==> config.mk <==
export PLATFORM = sky130hd
export DESIGN_NAME = integer_literal_scanner_flat
export DESIGN_NICKNAME = d
export VERILOG_FILES = /design/src/sv/ils_pkg.sv /design/src/sv/ils_if.sv /design/src/sv/integer_literal_scanner.sv /design/src/flat_wrapper.sv
export SDC_FILE = /design/constraint.sdc
export NUM_CORES = 1
export LEC_CHECK = 0
export CORE_UTILIZATION = 35
export CTS_BUF_LIST = sky130_fd_sc_hd__clkbuf_8
export DETAILED_ROUTE_END_ITERATION = 8
export DONT_BUFFER_PORTS = 1
export PLACE_DENSITY = 0.46
export SYNTH_ARGS = -nofsm -noshare
export SYNTH_HDL_FRONTEND = slang
export SYNTH_SLANG_ARGS = --single-unit
==> constraint.sdc <==
create_clock -name clock -period 4.9 [get_ports clock]
set_clock_uncertainty 0.15 [all_clocks]
set_input_delay 1.225 -clock clock [delete_from_list [all_inputs] [get_ports clock]]
set_output_delay 1.225 -clock clock [all_outputs]
set_load 0.01 [all_outputs]
==> src/sv/ils_pkg.sv <==
`timescale 1ns / 1ps

package ils_pkg;

   localparam int CHAR_BITS  = 8;
   localparam int VALUE_BITS = 32;
   localparam int WORD_BITS  = 32;
   localparam int WIDE_BITS  = WORD_BITS + 4;
   localparam int PHASE_BITS = 3;

   localparam logic [WORD_BITS-1:0] WORD_MASK  = {WORD_BITS{1'b1}};
   localparam logic [WORD_BITS-1:0] SIGNED_MAX = WORD_MASK >> 1;

   // scan phases
   localparam logic [PHASE_BITS-1:0] PH_IDLE   = 3'd0;
   localparam logic [PHASE_BITS-1:0] PH_ZERO   = 3'd1;
   localparam logic [PHASE_BITS-1:0] PH_OCT    = 3'd2;
   localparam logic [PHASE_BITS-1:0] PH_DEC    = 3'd3;
   localparam logic [PHASE_BITS-1:0] PH_HEX    = 3'd4;
   localparam logic [PHASE_BITS-1:0] PH_SUFFIX = 3'd5;
   localparam logic [PHASE_BITS-1:0] PH_TAIL   = 3'd6;
   localparam logic [PHASE_BITS-1:0] PH_FLOAT  = 3'd7;

   typedef struct packed {
      logic [VALUE_BITS-1:0] value;
      logic                  is_unsigned;
      logic                  is_float;
      logic                  overflowed;
      logic                  bad_octal_digit;
      logic                  empty_hex;
      logic                  bad_pp_number;
   } rsp_type;

   function automatic logic is_digit(input logic [CHAR_BITS-1:0] c);
      return c inside {["0":"9"]};
   endfunction

   function automatic logic is_pp_char(input logic [CHAR_BITS-1:0] c);
      return c inside {["0":"9"], ["a":"z"], ["A":"Z"], "_", "."};
   endfunction

   function automatic logic is_e(input logic [CHAR_BITS-1:0] c);
      return c inside {"e", "E"};
   endfunction

   function automatic logic is_sign(input logic [CHAR_BITS-1:0] c);
      return c inside {"+", "-"};
   endfunction

   function automatic logic is_hex(input logic [CHAR_BITS-1:0] c);
      return c inside {["0":"9"], ["a":"f"], ["A":"F"]};
   endfunction

   // digit weight; letters a..f / A..F have low nibble 1..6
   function automatic logic [3:0] hex_weight(input logic [CHAR_BITS-1:0] c);
      logic [3:0] w;
      if (is_digit(c)) begin
         w = c[3:0];
      end else begin
         w = c[3:0] + 4'd9;
      end
      return w;
   endfunction

endpackage

==> src/sv/ils_if.sv <==
`timescale 1ns / 1ps

interface ils_req_if;
   import ils_pkg::*;

   logic                 valid;
   logic                 ready;
   logic [CHAR_BITS-1:0] ch;

   modport source (output valid, output ch, input ready);
   modport sink   (input valid, input ch, output ready);
endinterface

interface ils_rsp_if;
   import ils_pkg::*;

   logic                  valid;
   logic                  ready;
   logic [VALUE_BITS-1:0] value;
   logic                  is_unsigned;
   logic                  is_float;
   logic                  overflowed;
   logic                  bad_octal_digit;
   logic                  empty_hex;
   logic                  bad_pp_number;

   modport source (output valid, output value, output is_unsigned, output is_float,
                   output overflowed, output bad_octal_digit, output empty_hex,
                   output bad_pp_number, input ready);
   modport sink   (input valid, input value, input is_unsigned, input is_float,
                   input overflowed, input bad_octal_digit, input empty_hex,
                   input bad_pp_number, output ready);
endinterface

==> src/sv/integer_literal_scanner.sv <==
`timescale 1ns / 1ps

// channel  | dir | payload                                        | beat
// ---------+-----+------------------------------------------------+------------------
// req_if   | in  | ch (8)                                         | valid && ready
// rsp_if   | out | value (32), is_unsigned, is_float, overflowed, | valid && ready
//          |     | bad_octal_digit, empty_hex, bad_pp_number      |
//
// one character per cycle unless a stalled rsp holds it off: a beat lands in the input
// register, then the scan step (shift-add, overflow compare, suffix/tail decode) runs
// and loads the result register when it closes a constant.
// reset (synchronous) returns the scanner to idle with all flags cleared.
// a stalled rsp only holds the input stage; req_ready drops once both are full.

module integer_literal_scanner (
   input logic   clock,
   input logic   reset,
   ils_req_if.sink   req_if,
   ils_rsp_if.source rsp_if
);
   import ils_pkg::*;

   // input stage
   logic                 in_valid_ff;
   logic [CHAR_BITS-1:0] in_ch_ff;
   logic                 step_go;

   // scan state
   logic [PHASE_BITS-1:0] phase_ff, phase_in;
   logic [WORD_BITS-1:0]  accum_ff, accum_in;
   logic                  ovf_ff, ovf_in;
   logic                  oct_err_ff, oct_err_in;
   logic                  hex_seen_ff, hex_seen_in;
   logic                  u_seen_ff, u_seen_in;
   logic                  l_seen_ff, l_seen_in;
   logic                  tail_ff, tail_in;
   logic                  last_e_ff, last_e_in;

   // result register
   logic    rsp_valid_ff;
   rsp_type rsp_ff, rsp_in;
   logic    emit;

   // the scan step may run when the result register is empty or draining
   assign step_go      = in_valid_ff && (!rsp_valid_ff || rsp_if.ready);
   assign req_if.ready = !in_valid_ff || step_go;

   always_ff @(posedge clock) begin
      if (reset) begin
         in_valid_ff <= 1'b0;
      end else if (req_if.ready) begin
         in_valid_ff <= req_if.valid;
      end
      if (req_if.ready && req_if.valid) begin
         in_ch_ff <= req_if.ch;
      end
   end

   // one scan step, following the fall-through order of the phases
   always_comb begin : scan_step
      logic [PHASE_BITS-1:0] p;
      logic                  done;
      logic [CHAR_BITS-1:0]  c;
      logic [WIDE_BITS-1:0]  dec_wide;
      logic [WORD_BITS-1:0]  v;

      c           = in_ch_ff;
      p           = phase_ff;
      done        = 1'b0;
      phase_in    = phase_ff;
      accum_in    = accum_ff;
      ovf_in      = ovf_ff;
      oct_err_in  = oct_err_ff;
      hex_seen_in = hex_seen_ff;
      u_seen_in   = u_seen_ff;
      l_seen_in   = l_seen_ff;
      tail_in     = tail_ff;
      last_e_in   = last_e_ff;
      emit        = 1'b0;
      rsp_in      = '0;
      dec_wide    = ({4'd0, accum_ff} << 3) + ({4'd0, accum_ff} << 1)
                    + WIDE_BITS'(c[3:0]);
      v           = ovf_ff ? SIGNED_MAX : accum_ff;

      case (phase_ff)
         PH_IDLE: begin
            if (is_digit(c)) begin
               accum_in    = WORD_BITS'(c[3:0]);
               hex_seen_in = 1'b1;
               phase_in    = (c == "0") ? PH_ZERO : PH_DEC;
            end
         end
         PH_FLOAT: begin
            if (is_pp_char(c)) begin
               last_e_in = is_e(c);
            end else if (is_sign(c) && last_e_ff) begin
               last_e_in = 1'b0;
            end else begin
               phase_in   = PH_IDLE;
               accum_in   = '0;
               ovf_in     = 1'b0;
               oct_err_in = 1'b0;
               hex_seen_in = 1'b0;
               u_seen_in  = 1'b0;
               l_seen_in  = 1'b0;
               tail_in    = 1'b0;
               last_e_in  = 1'b0;
            end
         end
         default: begin
            if (p == PH_ZERO) begin
               if (c inside {"x", "X"}) begin
                  hex_seen_in = 1'b0;
                  p           = PH_HEX;
                  done        = 1'b1;
               end else begin
                  p = PH_OCT;
               end
            end
            if (!done && (p == PH_OCT || p == PH_DEC)) begin
               if (is_digit(c)) begin
                  done = 1'b1;
                  if (p == PH_OCT) begin
                     if (c inside {"8", "9"}) begin
                        oct_err_in = 1'b1;
                     end
                     if (accum_ff[WORD_BITS-1 -: 3] != 3'd0) begin
                        ovf_in = 1'b1;
                     end else if (!ovf_ff) begin
                        accum_in = (accum_ff << 3) + WORD_BITS'(c[3:0]);
                     end
                  end else begin
                     if (dec_wide[WIDE_BITS-1 -: 4] != 4'd0) begin
                        ovf_in = 1'b1;
                     end else if (!ovf_ff) begin
                        accum_in = dec_wide[WORD_BITS-1:0];
                     end
                  end
               end else if (c == "." || is_e(c)) begin
                  // float handoff: everything cleared, float result out
                  done               = 1'b1;
                  emit               = 1'b1;
                  rsp_in.is_float    = 1'b1;
                  p                  = PH_FLOAT;
                  accum_in           = '0;
                  ovf_in             = 1'b0;
                  oct_err_in         = 1'b0;
                  hex_seen_in        = 1'b0;
                  u_seen_in          = 1'b0;
                  l_seen_in          = 1'b0;
                  tail_in            = 1'b0;
                  last_e_in          = is_e(c);
               end else begin
                  p = PH_SUFFIX;
               end
            end else if (!done && p == PH_HEX) begin
               if (is_hex(c)) begin
                  done        = 1'b1;
                  hex_seen_in = 1'b1;
                  if (accum_ff[WORD_BITS-1 -: 4] != 4'd0) begin
                     ovf_in = 1'b1;
                  end else if (!ovf_ff) begin
                     accum_in = (accum_ff << 4) + WORD_BITS'(hex_weight(c));
                  end
                  last_e_in = is_e(c);
               end else begin
                  p = PH_SUFFIX;
               end
            end
            if (!done && p == PH_SUFFIX) begin
               if (c inside {"u", "U"} && !u_seen_ff) begin
                  done      = 1'b1;
                  u_seen_in = 1'b1;
                  last_e_in = 1'b0;
               end else if (c inside {"l", "L"} && !l_seen_ff) begin
                  done      = 1'b1;
                  l_seen_in = 1'b1;
                  last_e_in = 1'b0;
               end else begin
                  p = PH_TAIL;
               end
            end
            if (!done) begin
               // tail: extra pp-number characters, or the terminator
               if (is_pp_char(c)) begin
                  tail_in   = 1'b1;
                  last_e_in = is_e(c);
               end else if (is_sign(c) && last_e_ff) begin
                  tail_in   = 1'b1;
                  last_e_in = 1'b0;
               end else begin
                  emit                   = 1'b1;
                  rsp_in.value           = VALUE_BITS'(v);
                  rsp_in.is_unsigned     = u_seen_ff || v[WORD_BITS-1];
                  rsp_in.overflowed      = ovf_ff;
                  rsp_in.bad_octal_digit = oct_err_ff;
                  rsp_in.empty_hex       = !hex_seen_ff;
                  rsp_in.bad_pp_number   = tail_ff;
                  p                      = PH_IDLE;
                  accum_in               = '0;
                  ovf_in                 = 1'b0;
                  oct_err_in             = 1'b0;
                  hex_seen_in            = 1'b0;
                  u_seen_in              = 1'b0;
                  l_seen_in              = 1'b0;
                  tail_in                = 1'b0;
                  last_e_in              = 1'b0;
               end
            end
            phase_in = p;
         end
      endcase
   end

   always_ff @(posedge clock) begin
      if (reset) begin
         phase_ff    <= PH_IDLE;
         accum_ff    <= '0;
         ovf_ff      <= 1'b0;
         oct_err_ff  <= 1'b0;
         hex_seen_ff <= 1'b0;
         u_seen_ff   <= 1'b0;
         l_seen_ff   <= 1'b0;
         tail_ff     <= 1'b0;
         last_e_ff   <= 1'b0;
      end else if (step_go) begin
         phase_ff    <= phase_in;
         accum_ff    <= accum_in;
         ovf_ff      <= ovf_in;
         oct_err_ff  <= oct_err_in;
         hex_seen_ff <= hex_seen_in;
         u_seen_ff   <= u_seen_in;
         l_seen_ff   <= l_seen_in;
         tail_ff     <= tail_in;
         last_e_ff   <= last_e_in;
      end
   end

   // result register: loads on an emitting step, clears when taken
   always_ff @(posedge clock) begin
      if (reset) begin
         rsp_valid_ff <= 1'b0;
      end else if (step_go) begin
         rsp_valid_ff <= emit;
      end else if (rsp_if.ready) begin
         rsp_valid_ff <= 1'b0;
      end
      if (step_go && emit) begin
         rsp_ff <= rsp_in;
      end
   end

   assign rsp_if.valid           = rsp_valid_ff;
   assign rsp_if.value           = rsp_ff.value;
   assign rsp_if.is_unsigned     = rsp_ff.is_unsigned;
   assign rsp_if.is_float        = rsp_ff.is_float;
   assign rsp_if.overflowed      = rsp_ff.overflowed;
   assign rsp_if.bad_octal_digit = rsp_ff.bad_octal_digit;
   assign rsp_if.empty_hex       = rsp_ff.empty_hex;
   assign rsp_if.bad_pp_number   = rsp_ff.bad_pp_number;

   // a float handoff carries nothing but its flag
   a_float_clean: assert property (@(posedge clock) disable iff (reset)
      rsp_valid_ff && rsp_ff.is_float |->
         rsp_ff.value == '0 && !rsp_ff.is_unsigned && !rsp_ff.overflowed &&
         !rsp_ff.bad_octal_digit && !rsp_ff.empty_hex && !rsp_ff.bad_pp_number)
      else $error("float result carries integer fields");

   // overflow always reports the saturated value
   a_ovf_sat: assert property (@(posedge clock) disable iff (reset)
      rsp_valid_ff && rsp_ff.overflowed |-> rsp_ff.value == VALUE_BITS'(SIGNED_MAX))
      else $error("overflowed result not saturated");

   // an empty hex constant never accumulated anything
   a_empty_hex: assert property (@(posedge clock) disable iff (reset)
      rsp_valid_ff && rsp_ff.empty_hex |-> rsp_ff.value == '0 && !rsp_ff.overflowed)
      else $error("empty hex constant with nonzero value");

   // a full input stage behind a stalled result must hold off new beats
   a_backpressure: assert property (@(posedge clock) disable iff (reset)
      in_valid_ff && rsp_valid_ff && !rsp_if.ready |-> !req_if.ready)
      else $error("input accepted while pipeline blocked");

   // idle phase means no scan flags are pending
   a_idle_clear: assert property (@(posedge clock) disable iff (reset)
      phase_ff == PH_IDLE |-> !ovf_ff && !oct_err_ff && !u_seen_ff && !l_seen_ff && !tail_ff)
      else $error("idle with stale scan flags");

endmodule

==> src/flat_wrapper.sv <==
// flat-port wrapper written by rule: the top's interface ports become plain ports
module integer_literal_scanner_flat import ils_pkg::*;
  (clock, reset, req_if_valid, req_if_ch, req_if_ready, rsp_if_valid, rsp_if_value, rsp_if_is_unsigned, rsp_if_is_float, rsp_if_overflowed, rsp_if_bad_octal_digit, rsp_if_empty_hex, rsp_if_bad_pp_number, rsp_if_ready);
  ils_req_if req_if_i ();
  ils_rsp_if rsp_if_i ();
  input logic clock;
  input logic reset;
  input wire logic [$bits(req_if_i.valid)-1:0] req_if_valid;
  input wire logic [$bits(req_if_i.ch)-1:0] req_if_ch;
  output wire logic [$bits(req_if_i.ready)-1:0] req_if_ready;
  output wire logic [$bits(rsp_if_i.valid)-1:0] rsp_if_valid;
  output wire logic [$bits(rsp_if_i.value)-1:0] rsp_if_value;
  output wire logic [$bits(rsp_if_i.is_unsigned)-1:0] rsp_if_is_unsigned;
  output wire logic [$bits(rsp_if_i.is_float)-1:0] rsp_if_is_float;
  output wire logic [$bits(rsp_if_i.overflowed)-1:0] rsp_if_overflowed;
  output wire logic [$bits(rsp_if_i.bad_octal_digit)-1:0] rsp_if_bad_octal_digit;
  output wire logic [$bits(rsp_if_i.empty_hex)-1:0] rsp_if_empty_hex;
  output wire logic [$bits(rsp_if_i.bad_pp_number)-1:0] rsp_if_bad_pp_number;
  input wire logic [$bits(rsp_if_i.ready)-1:0] rsp_if_ready;
  assign req_if_i.valid = req_if_valid;
  assign req_if_i.ch = req_if_ch;
  assign req_if_ready = req_if_i.ready;
  assign rsp_if_valid = rsp_if_i.valid;
  assign rsp_if_value = rsp_if_i.value;
  assign rsp_if_is_unsigned = rsp_if_i.is_unsigned;
  assign rsp_if_is_float = rsp_if_i.is_float;
  assign rsp_if_overflowed = rsp_if_i.overflowed;
  assign rsp_if_bad_octal_digit = rsp_if_i.bad_octal_digit;
  assign rsp_if_empty_hex = rsp_if_i.empty_hex;
  assign rsp_if_bad_pp_number = rsp_if_i.bad_pp_number;
  assign rsp_if_i.ready = rsp_if_ready;
  integer_literal_scanner u_core (.clock(clock), .reset(reset), .req_if(req_if_i), .rsp_if(rsp_if_i));
endmodule
==> results of run 1 <==
## cell usage after synthesis, types with 23 or more instances
master	number
a21oi_1	119
clkbuf_1	51
dfxtp_1	44
edfxtp_1	46
ha_1	69
inv_1	37
mux2i_1	23
nand2_1	98
nand3_1	29
nor2_1	104
o21ai_0	83
xnor2_1	34
## cells in the final DEF, fill, tap and decap left out, types with 19 or more instances in the layout
cell / synthesis / final
xor2_1: 19 / 19
buf_4: 3 / 49
nand3_1: 29 / 29
nor2_1: 104 / 104
edfxtp_1: 46 / 46
dfxtp_1: 44 / 44
nor3_1: 20 / 20
inv_1: 37 / 37
xnor2_1: 34 / 34
nand4_1: 20 / 20
a21oi_1: 119 / 119
ha_1: 69 / 69
mux2i_1: 23 / 23
o21ai_0: 83 / 83
a211oi_1: 20 / 20
nand2_1: 98 / 98
## how the worst min path moves through the flow
stage,endpoint,slack [ns],cells after the start
final,u_core.l_seen_ff,0.31,2
after global routing,u_core.l_seen_ff,0.33,2
after CTS,u_core.l_seen_ff,0.31,2
after detailed placement,u_core.l_seen_ff,0.30,2
after global placement,u_core.oct_err_ff,0.29,2
after floorplan,u_core.oct_err_ff,0.28,2
## logic make-up after synthesis
group           after synthesis  synth area share, %
compound gates              378                28.31
simple gates                352                20.38
buf+inv                     120                5.887
flops                        90                26.09
fa+ha+maj                    71                10.42
xor+xnor                     53                5.354
mux                          30                3.564
## where the power goes
part	internal, uW	switching [uW]	leakage (uW)
clock network	199	351	0.0000922
registers	796	13.3	0.000737
logic	45.1	95.1	0.00255
## worst register-to-register path: stages, from the launching register on
cell	delay, ns
edfxtp_1	0.40
inv_1	0.22
fa_1	0.50
fa_1	0.48
nor2b_1	0.18
o211ai_1	0.20
a211oi_1	0.35
o21a_1	0.19
o22ai_2	0.10
mux2i_1	0.18
nor3_4	0.47
buf_4	0.25
a221oi_2	0.07
o31a_1	0.32
a2111oi_2	0.27
## layout make-up
cell class / instances / area (um^2) / share of cell area [%]
Clock buffer: 9 / 123.9 / 1.337
Clock inverter: 7 / 66.31 / 0.7156
Inverter: 38 / 142.6 / 1.539
Multi-Input combinational cell: 884 / 5898 / 63.65
Sequential cell: 90 / 2262 / 24.41
Tap cell: 324 / 405.4 / 4.375
Timing Repair Buffer: 49 / 367.9 / 3.970
## routing by layer
metal	track usage, %	vias up
li1	-	4041
met1	37.10	4117
met2	38.82	358
met3	3.907	49
met4	8.785	0
met5	0	-
## registers in the layout, indices dropped and copies added (netlist names), 3 cells and up
register and cells:
u_core.phase_ff 3, u_core.in_ch_ff 8, u_core.accum_ff 32, u_core.rsp_if.value 32
## stage by stage
stage                     power (uW)  hold slack [ns]  instance area, um^2
after global routing            1547           0.3328                 9266
after global placement         964.5           0.2874                 9076
final                           1500           0.3083                 9266
after detailed placement       963.2           0.2993                 9076
after floorplan                921.5           0.2819                 8671
after CTS                       1511           0.3133                 9266
==> flow_summary_export.csv, run 1 <==
group,metric,value,unit
finish,final_nets,1155,
synth,synth_area_leader_cell,"edfxtp_1",
finish,area_delta_synth_final,6.869,%
clock_tree,cts_root_buffer,"clkbuf_8",
clock_tree,cts_buffers,9,
drt,vias,8565,
drt,drt-pass1-iter-count,7,
floorplan,die_h,159.4,um
synth,avgSynthCellArea,7.926,um^2
clock_tree,ctsHoldBuffers,0,
timing,final.setup.tns,0,ns
timing,rsz0062_at_grt,"no",
setup_path,critPathLaunch,"u_core.in_ch_ff[3]",
drt,wirelength_met1,15240,um
timing,tightest_slew,1.126,ns
setup_path,path_cells,"inv_1, fa_1, fa_1, nor2b_1, o211ai_1, a211oi_1, o21a_1, o22ai_2, mux2i_1, nor3_4, buf_4, a221oi_2, o31a_1, a2111oi_2",
finish,final_util,38.10,%
place,port_buffers,0,
grt,grt_use_total,25.73,%
setup_path,max_stage_delay,0.50,ns
synth,synth_area,8671,um^2
finish,drive_gt1_share,9.192,%
drt,wl_met2,14290,um
timing,report.final.slew_viol_count,0,
timing,setup_viol,0,
finish,n_fill_cell,2502,
synth,syn_nets,1177,
synth,ys_seq_area_share,26.09,%
floorplan,design.die.area,25410,um^2
grt,gr-total-overflow,0,
drt,drtIter0Drc,835,
setup_path,cpMostUsedCell,"fa_1",
setup_path,end_kind,"register",
grt,antenna_found_initial,0,
grt,grt_max_degree,46,
drt,drcViolationCount,0,
synth,synthFlopType,"edfxtp_1",
finish,antenna_cells,0,
setup_path,criticalPathCategory,"register to register",
clock_tree,cts_tree,"built",
power,irDropWorstVdd,0.0001472,V
timing,hold_violations,0,
synth,synthArstFlopShare,0,%
timing,relSlewSlack,24.40,%
floorplan,rows,57,
setup_path,path_buf_inv,2,
power,pwr_density_cell,161.8,nW/um^2
worst_hold_path,hp-start,"u_core.l_seen_ff",
place,dpl.hpwl,24310,um
drt,wire_per_inst,23.32,um
grt,grt_pass1_wl,49970,um
setup_path,crit_family,"compound AO/OA/AOI/OAI gates",
synth,yosysWarnings,0,
synth,synth_edf_count,46,
timing,min_period_over_period,90.27,%
floorplan,die_w,159.4,um
setup_path,crit_cells,14,
job,maxCapViolations,0,
synth,yosys.area.top_type_share,15.93,%
setup_path,cp-start-kind,"register",
timing,finalCriticalPeriod,4.423,ns
synth,syn-instance-count,1094,
clock_tree,clk_pin_slew,0.11,ns
floorplan,ios,52,
drt,topRoutingLayerUsed,"met4",
setup_path,r2r_setup_slack,0.48,ns
place,post-place-ws,0.5304,ns
floorplan,initial_utilization,35.65,%
place,gp_congestion,0.9529,
finish,final_cells,1401,
clock_tree,cts_sinks,90,
clock_tree,cts_setup_buffers,0,
grt,first_global_vias,7830,
timing,layout_setup_ws,0.4770,ns
drt,viasPerCell,6.113,
place,numPlacedInstances,1385,
setup_path,r2r_cells,14,
clock_tree,worstSkewPairLatency,0.41,ns
drt,met3WireLength,2189,um
synth,synth.area.top_cells,"edfxtp_1 (16%), dfxtp_1 (10%), ha_1 (10%), a21oi_1 (6.9%), o21ai_0 (4.8%)",
drt,wl,32670,um
drt,ant_nets,0,
synth,synth_cell_types,91,
setup_path,cp_data_arrival_time,4.58,ns
run_status,status,"completed",
setup_path,cp.required,5.06,ns
timing,clock.fmax,0.2261,GHz
setup_path,r2r-end,"u_core.accum_ff[2]",
setup_path,cp-endpoint,"u_core.accum_ff[2]",
setup_path,slowest_stage,"fa_1",
setup_path,reg2reg_from,"u_core.in_ch_ff[3]",
synth,ys_seq_elements,90,
floorplan,fp.coreArea,24320,um^2
power,p_leak,0.003384,uW
setup_path,critPathMaxFanout,8,
clock_tree,cts_buffer_depth,2,
clock_tree,post_cts_resized,0,
clock_tree,htreeDepth,3,
worst_hold_path,hold_path.class,"register to register",
(Power assumes the default switching activity.)
==> inputs of run 2 (changes only) <==
==> constraint.sdc (replaced) <==
create_clock -name clock -period 5.17 [get_ports clock]
set_clock_uncertainty 0.15 [all_clocks]
set_input_delay 1.2925 -clock clock [delete_from_list [all_inputs] [get_ports clock]]
set_output_delay 1.2925 -clock clock [all_outputs]
set_load 0.01 [all_outputs]
==> flow_summary_export.csv, run 2 (same netlist as run 1, synthesis figures left out) <==
group,metric,value,unit
run_status,status,"completed",
timing,hold_violations,0,
setup_path,slowest_stage,"dfxtp_1",
clock_tree,htreeDepth,3,
setup_path,max_stage_delay,0.56,ns
setup_path,cp.required,5.32,ns
drt,drtIter0Drc,858,
grt,use_met3,3.881,%
grt,met1_usage,38.14,%
clock_tree,cts_root_buffer,"clkbuf_8",
job,maxCapViolations,0,
drt,wire_per_inst,23.56,um
drt,drt-pass1-iter-count,5,
setup_path,path_buf_inv,3,
finish,layout_common_cells,"a21oi_1 (119), nor2_1 (104), nand2_1 (98)",
floorplan,fp.coreArea,24320,um^2
power,pwr_density_cell,153.9,nW/um^2
setup_path,criticalPathCategory,"register to register",
grt,antenna_found_initial,0,
finish,antenna_cells,0,
power,p_total,1417,uW
timing,report.final.slew_viol_count,0,
finish,drive_gt1_share,8.513,%
floorplan,ios,52,
floorplan,die_h,159.4,um
finish,layout_commonest_cell,"a21oi_1",
timing,setup_viol,0,
grt,grt_max_degree,46,
clock_tree,worstSkewPairLatency,0.40,ns
timing,clock.fmax,0.2205,GHz
grt,grt_pass1_wl,50280,um
timing,final.setup.tns,0,ns
drt,vias,8498,
clock_tree,cts_setup_buffers,0,
drt,drcViolationCount,0,
drt,wl,32820,um
setup_path,end_kind,"register",
floorplan,rows,57,
setup_path,critPathMaxFanout,11,
setup_path,path_cells,"inv_1, fa_1, inv_1, ha_1, nor2b_1, o211ai_1, a21oi_1, o21ba_2, a311oi_1, o211ai_1, nor3_4, buf_4, mux2_1, a21oi_1, o31ai_1",
finish,multiInputGateArea,5898,um^2
setup_path,cp-start-kind,"register",
power,p_leak,0.003340,uW
drt,ant_nets,0,
clock_tree,cts_buffers,9,
clock_tree,ctsHoldBuffers,0,
timing,min_period_over_period,87.73,%
grt,gr-total-overflow,0,
finish,seqCellArea,2262,um^2
finish,final_nets,1147,
timing,tightest_slew,1.056,ns
grt,grtUsageMet2,38.46,%
timing,rsz0062_at_grt,"no",
grt,first_global_vias,7900,
floorplan,initial_utilization,35.65,%
place,dpl.hpwl,24090,um
clock_tree,cts_sinks,90,
finish,area_delta_synth_final,6.176,%
floorplan,design.die.area,25410,um^2
drt,viasPerCell,6.101,
clock_tree,clk_pin_slew,0.11,ns
clock_tree,cts_tree,"built",
setup_path,cp_data_arrival_time,4.68,ns
worst_hold_path,hold_path.class,"register to register",
clock_tree,cts_buffer_depth,2,
grt,busiest_layer,"met2",
clock_tree,post_cts_resized,0,
place,port_buffers,0,
floorplan,die_w,159.4,um
power,irDropWorstVdd,0.0001120,V
timing,relSlewSlack,29.34,%
timing,finalCriticalPeriod,4.536,ns
setup_path,crit_family,"compound AO/OA/AOI/OAI gates",
place,gp_congestion,0.9129,
grt,grt_use_total,25.77,%
finish,n_fill_cell,2537,
-- run 2: cell count changes in the layout (fill, tap and decap cells not counted), sizes merged --
| cell | change |
|---|---|
| buf | -8 |
-- run 2: report_power, final --
group | internal, uW | switching [uW]
registers | 754 | 15.0
clock network | 189 | 327
logic | 43.2 | 88.8
-- run 2: path summary, 6_finish.rpt --
kind                            from             endpoint  slack, ns  cells after the start
setup / recovery  u_core.accum_ff[2]  u_core.accum_ff[25]       0.63                     15
hold / removal        u_core.tail_ff       u_core.tail_ff       0.31                      2
setup reg to reg  u_core.accum_ff[2]  u_core.accum_ff[25]       0.63                     15
hold reg to reg       u_core.tail_ff       u_core.tail_ff       0.31                      2
-- run 2: tightest hold or removal path, delay by kind of cell (launching register included) --
family          cells  cell delay [ns]
flops               1             0.33
simple gates        1             0.05
compound gates      1             0.05
-- run 2: layout make-up --
| cell class | count | area share, % |
|---|---|---|
| multi-input cells | 884 | 64.07 |
| flip-flops and latches | 90 | 24.57 |
| well taps | 324 | 4.403 |
| repair buffers | 41 | 3.343 |
| inverters | 38 | 1.549 |
| clock buffers | 9 | 1.345 |
| clock inverters | 7 | 0.7203 |
-- run 2: per-stage QoR --
stage / hold WS, ns / cells / instance area [um^2] / util, % / setup WS [ns]
2_1_floorplan: 0.2819 / 1094 / 8671 / - / 1.463
3_3_place_gp: 0.2885 / 1377 / 9016 / 37.07 / 0.7697
3_5_place_dp: 0.3005 / 1377 / 9016 / 37.07 / 0.6496
4_1_cts: 0.3162 / 1393 / 9206 / 37.86 / 0.6186
5_1_grt: 0.3405 / 1393 / 9206 / 37.86 / 0.2671
6_report: 0.3148 / 1393 / 9206 / 37.86 / 0.6342
-- run 2: metal layers --
metal,share of wire [%],vias to the layer above
li1,-,4018
met1,49,4081
met2,44,350
met3,5.8,49
met4,2.1,0
met5,0,-
